<file path="config.mk">
export PLATFORM = sky130hd
export DESIGN_NAME = tlwd_fifo
export DESIGN_NICKNAME = d
export VERILOG_FILES = /design/src/tlwd_fifo.sv
export SDC_FILE = /design/constraint.sdc
export NUM_CORES = 1
export LEC_CHECK = 0
export BUFFER_PORTS_ARGS = -buffer_cell sky130_fd_sc_hd__buf_2
export CAP_MARGIN = 20
export CORE_ASPECT_RATIO = 1.1
export CORE_UTILIZATION = 48
export CTS_CLUSTER_SIZE = 24
export DETAILED_ROUTE_END_ITERATION = 10
export PLACE_DENSITY = 0.83
export RECOVER_POWER = 25
export SKIP_LAST_GASP = 1
export SYNTH_ARGS = -nofsm -noshare
export SYNTH_HDL_FRONTEND = slang
export SYNTH_SLANG_ARGS = --single-unit
</file>
<file path="constraint.sdc">
create_clock -name clk -period 1.7 [get_ports clk]
set_input_delay 0.17 -clock clk [delete_from_list [all_inputs] [get_ports clk]]
set_output_delay 0.17 -clock clk [all_outputs]
set_load 0.02 [all_outputs]
</file>
<file path="src/tlwd_fifo.sv">
// Small register queue used between the front and back and at the result side.
// No dependencies.
module tlwd_fifo #(
	parameter int WIDTH = 8,
	parameter int DEPTH = 2
) (
	input  logic             clk,
	input  logic             arst_n,
	input  logic             push,
	input  logic [WIDTH-1:0] wdata,
	output logic             full,
	input  logic             pop,
	output logic [WIDTH-1:0] rdata,
	output logic             empty
);

	localparam int PTR_W = $clog2(DEPTH);
	localparam int CNT_W = $clog2(DEPTH + 1);

	logic [WIDTH-1:0] mem_q [DEPTH];
	logic [PTR_W-1:0] wr_ptr_q, rd_ptr_q;
	logic [CNT_W-1:0] count_q;
	logic             do_push, do_pop;

	assign full    = (count_q == CNT_W'(DEPTH));
	assign empty   = (count_q == '0);
	assign do_push = push && !full;
	assign do_pop  = pop && !empty;
	assign rdata   = mem_q[rd_ptr_q];

	// storage
	always_ff @(posedge clk) begin
		if (do_push) begin
			mem_q[wr_ptr_q] <= wdata;
		end
	end

	// pointers and fill count
	always_ff @(posedge clk or negedge arst_n) begin
		if (!arst_n) begin
			wr_ptr_q <= '0;
			rd_ptr_q <= '0;
			count_q  <= '0;
		end else begin
			if (do_push) begin
				wr_ptr_q <= (wr_ptr_q == PTR_W'(DEPTH - 1)) ? '0 : wr_ptr_q + 1'b1;
			end
			if (do_pop) begin
				rd_ptr_q <= (rd_ptr_q == PTR_W'(DEPTH - 1)) ? '0 : rd_ptr_q + 1'b1;
			end
			if (do_push && !do_pop) begin
				count_q <= count_q + 1'b1;
			end else if (do_pop && !do_push) begin
				count_q <= count_q - 1'b1;
			end
		end
	end

endmodule

</file>
==> summary.md <==
| Metric | Value |
|---|---|
| Switching portion of total power | `35.10%` |
| List of most frequent post-synthesis cells | `16 x edfxtp_1, 6 x mux2_1, 4 x dfrtp_1` |
| Clock Sink Count | `20` |
| Register-to-Register Setup Slack | `approximately 220 ps` |
| Total iterations of the first detailed-routing run | `5` |
| Detailed-route wire length per cell | `~13 um` |
| Clock root buffer master | `clkbuf_4` |
| Actual transition at the worst max-transition pin | `between 300 and 400 ps` |
| Path category of the worst min-delay check | `in -> reg` |
| DRC Markers | `0` |
| Maximum number of pins on one net before global-route repair | `12` |
| Worst Setup Start Kind | `flop` |
| Sequential group share of total power | `between 40% and 50%` |
| Total setup violations reported at the end of the flow | `0` |
| Max Cap Violations | `0` |
| Combinational Power Share | `a little under two fifths` |
| Count of input and output buffers | `21` |
| Met1 Usage GRT | `between 20% and 30%` |
| Starting DRC count in detailed routing | `9` |
| Largest delay share family, worst path | `flip-flops` |
| Internal | `about 0.0010 W` |
| Global-route wire length before repair | `slightly below 2 mm` |
| Worst endpoint required time | `between 1500 and 2000 ps` |
| Predominant post-synthesis flop cell | `edfxtp_1` |
| Number of routed nets with antenna violations | `0` |
| GR met3 Demand/Resource | `under 10%` |
| Standard-cell rows | `14` |
| Final cell utilization of the core | `between 60 and 70%` |
| Area of placed instances | `917.1 um^2` |
| Die width | `around 40 um` |
| Fraction of met2 tracks used by global routing | `27.94%` |
| Outcome | `finished clean` |
| Bufs on Longest Clock Path | `2` |
| Global-route congestion overflow total | `0` |
| Placed wire-length estimate | `~850 um` |
| Master of the slowest instance on the critical path | `dfrtp_1` |
| Via count | `about 440` |
| Cell with the most instances after synthesis | `edfxtp_1` |
| Part of the Yosys area used for sequential elements | `between 70% and 80%` |
| Power density normalized to cell area | `1698 mW/mm^2` |
| End point of the most critical hold path | `mem_q[0][1]$_DFFE_PP_` |
| Min cycle time layout | `1569 ps` |
| Detailed Route WL | `1.169 mm` |
| Critical hold path startpoint | `wdata[1]` |
| Max Clock Freq | `637.3 MHz` |
| Skew final | `about 11 ps` |
| Peak ir drop on the vdd network | `1.104 mV` |
| Count of nets after finishing | `between 80 and 90` |
| Critical path arrival | `about 1400 ps` |
| Chip height | `44.33 um` |
| R2R Path End | `count_q[1]$_DFFE_PN0P_` |
| Type of the setup path with the least slack | `reg -> out` |
| Number of flops mapped to enable cells by yosys | `16` |
| Worst path max stage delay | `590 ps` |
| Total of cells resized after clock tree synthesis | `0` |
| Via/cell ratio | `5.092` |
| Cell count after synthesis | `44` |
| Number of distinct standard cells referenced by the synthesized netlist | `15` |
| Number of buffer and inverter instances along the worst setup path | `1` |
| Fraction of registers with async set/reset | `20.00%` |
| Number of max-slew violations in the final report | `0` |
| Number of global-route vias before repair | `between 400 and 500` |
| Worst slew slack as a fraction of its limit | `73.83%` |
| Ordered cell list for the critical path | `mux2_2, buf_2` |
| RR Startpoint | `count_q[0]$_DFFE_PN0P_` |
| Fin area | `around 950 um^2` |
| Share of the clock period used by the worst path | `between 90 and 100%` |
| Area of the mapped netlist | `about 780 um^2` |
| Clock insertion delay at the later pin of the skew report | `~290 ps` |
| Antenna violations before repair | `0` |
| Leading area contributor after synthesis | `edfxtp_1` |
| Mean post-synth cell area | `17.77 um^2` |
| Crit. End Element | `output port` |
| Area growth syn-to-layout | `21.60%` |
| Leakage power summed over all cells | `0.3983 nW` |
| Fraction of final layout cells sized beyond drive strength 1 | `about two fifths` |
| RSZ-0062 raised after global routing | `no` |
| Hold Fails Final Rpt | `0` |
| Busiest layer in global routing | `met2` |
| Core box area | `around 0.0014 mm^2` |
| Number of top-level pins | `22` |
| Aggregate negative setup slack | `0 ps` |
| Proportion of power drawn by the clock network | `between 10% and 20%` |
| CTS H-Tree Depth | `1` |
| Post-CTS clock slew at the launch and capture registers of the worst setup and hold paths | `~100 ps` |
| Initial core utilization | `54.44%` |
| Number of buffers added by the clock tree synthesis step | `3` |
| Synth top area share | `between 60% and 70%` |
| Synthesized netlist net count | `57` |
| Largest fanout on the critical path | `9` |
| CTS tree | `done` |
| Total inserted antenna cells | `0` |
| Cells on worst reg2reg path | `7` |
| Cell types occupying the most area after synthesis | `edfxtp_1 61%, dfrtp_1 13%, mux2_1 8.6%` |
| GRT Overall Usage | `around 17%` |
| Routability congestion estimate | `a little over 0.6` |
| Area of the die | `~0.0018 mm^2` |
| Number of warnings printed during yosys synthesis | `0` |
| Hold depth | `1` |
| Sw Pwr | `approximately 0.00057 W` |
| Flops & latches, synth | `20` |
## routing by layer
| layer | up-vias | share of wire (%) |
|---|---|---|
| met3 | 2 | 4.1 |
| met1 | 214 | 41 |
| met2 | 16 | 53 |
| met5 | - | 0 |
| met4 | 0 | 1.7 |
| li1 | 211 | - |
## how the worst max path moves through the flow
stage	from	end	slack, ps	depth (start not counted)
2_1_floorplan	count_q[0]$_DFFE_PN0P_	mem_q[0][0]$_DFFE_PP_	310	3
3_3_place_gp	count_q[0]$_DFFE_PN0P_	count_q[1]$_DFFE_PN0P_	270	6
3_5_place_dp	count_q[0]$_DFFE_PN0P_	count_q[1]$_DFFE_PN0P_	220	7
4_1_cts	rd_ptr_q$_DFFE_PN0P_	rdata[2]	90	2
5_1_grt	rd_ptr_q$_DFFE_PN0P_	rdata[7]	30	2
6_report	rd_ptr_q$_DFFE_PN0P_	rdata[2]	130	2
## worst reg2reg max path, delay by kind of cell (launching register included)
kind                     cells  cell delay, ps
XOR/XNOR                     2             290
adder cells (fa/ha/maj)      1             180
buffers and inverters        1              50
flip-flops                   1             440
AND/OR/NAND/NOR              3             450
## power groups by stage
| stage | Sequential (W) | Clock (W) | Combinational, W |
|---|---|---|---|
| 6_report | 0.000794 | 0.000216 | 0.000605 |
| 5_1_grt | 0.000818 | 0.000246 | 0.000663 |
| 4_1_cts | 0.000800 | 0.000223 | 0.000616 |
| 3_5_place_dp | 0.000807 | 0 | 0.000613 |
| 3_3_place_gp | 0.000797 | 0 | 0.000591 |
| 2_1_floorplan | 0.000746 | 0 | 0.000472 |
## per-stage QoR
stage          hold slack [ps]  worst slack (ps)  power [W]  std cells
4_1_cts                  57.84             86.35   0.001638         87
3_5_place_dp            -16.26             224.6   0.001420         82
3_3_place_gp            -19.79             274.4   0.001389         82
5_1_grt                  51.51             30.57   0.001727         87
6_report                 64.24             130.9   0.001615         87
2_1_floorplan           -125.6             307.9   0.001218         44
## area by class of cell
type	count	area, um^2
Sequential cell	20	580.6
Fill cell	114	485.5
Multi-Input combinational cell	21	188.9
Timing Repair Buffer	24	127.6
Clock buffer	4	26.28
Tap cell	16	20.02
Inverter	2	7.507
## registers in the layout, summed over array words and instances (netlist names)
register	count
count_q	2
rd_ptr_q	1
mem_q	16
wr_ptr_q	1
## what timing repair did
action | in CTS | in global routing
setup endpoints to repair | 0 | 0
hold buffers | 1 | 0
buffers inserted | 0 | 0
endpoints found under the hold margin | 4 | 0
## cell families (layout without fill, tap and decap cells)
| group | Yosys count | after routing | synth area share, % |
|---|---|---|---|
| flip-flops | 20 | 20 | 74.24 |
| multiplexers | 8 | 8 | 11.52 |
| AND/OR/NAND/NOR | 6 | 6 | 3.841 |
| XOR/XNOR | 5 | 5 | 6.561 |
| buffers and inverters | 3 | 30 | 1.600 |
| adder cells (fa/ha/maj) | 1 | 1 | 1.600 |
| AO/OA/AOI/OAI | 1 | 1 | 0.6394 |
## layout by cell type (no fill, tap or decap), drive strengths merged, types with 2 or more instances in the layout
| master | instances |
|---|---|
| edfxtp | 16 |
| buf | 21 |
| clkbuf | 6 |
| dfrtp | 4 |
| xnor2 | 3 |
| inv | 2 |
| xor2 | 2 |
| mux2 | 8 |
| nor2 | 3 |
No activity file was read; power rests on OpenSTA's default activity.
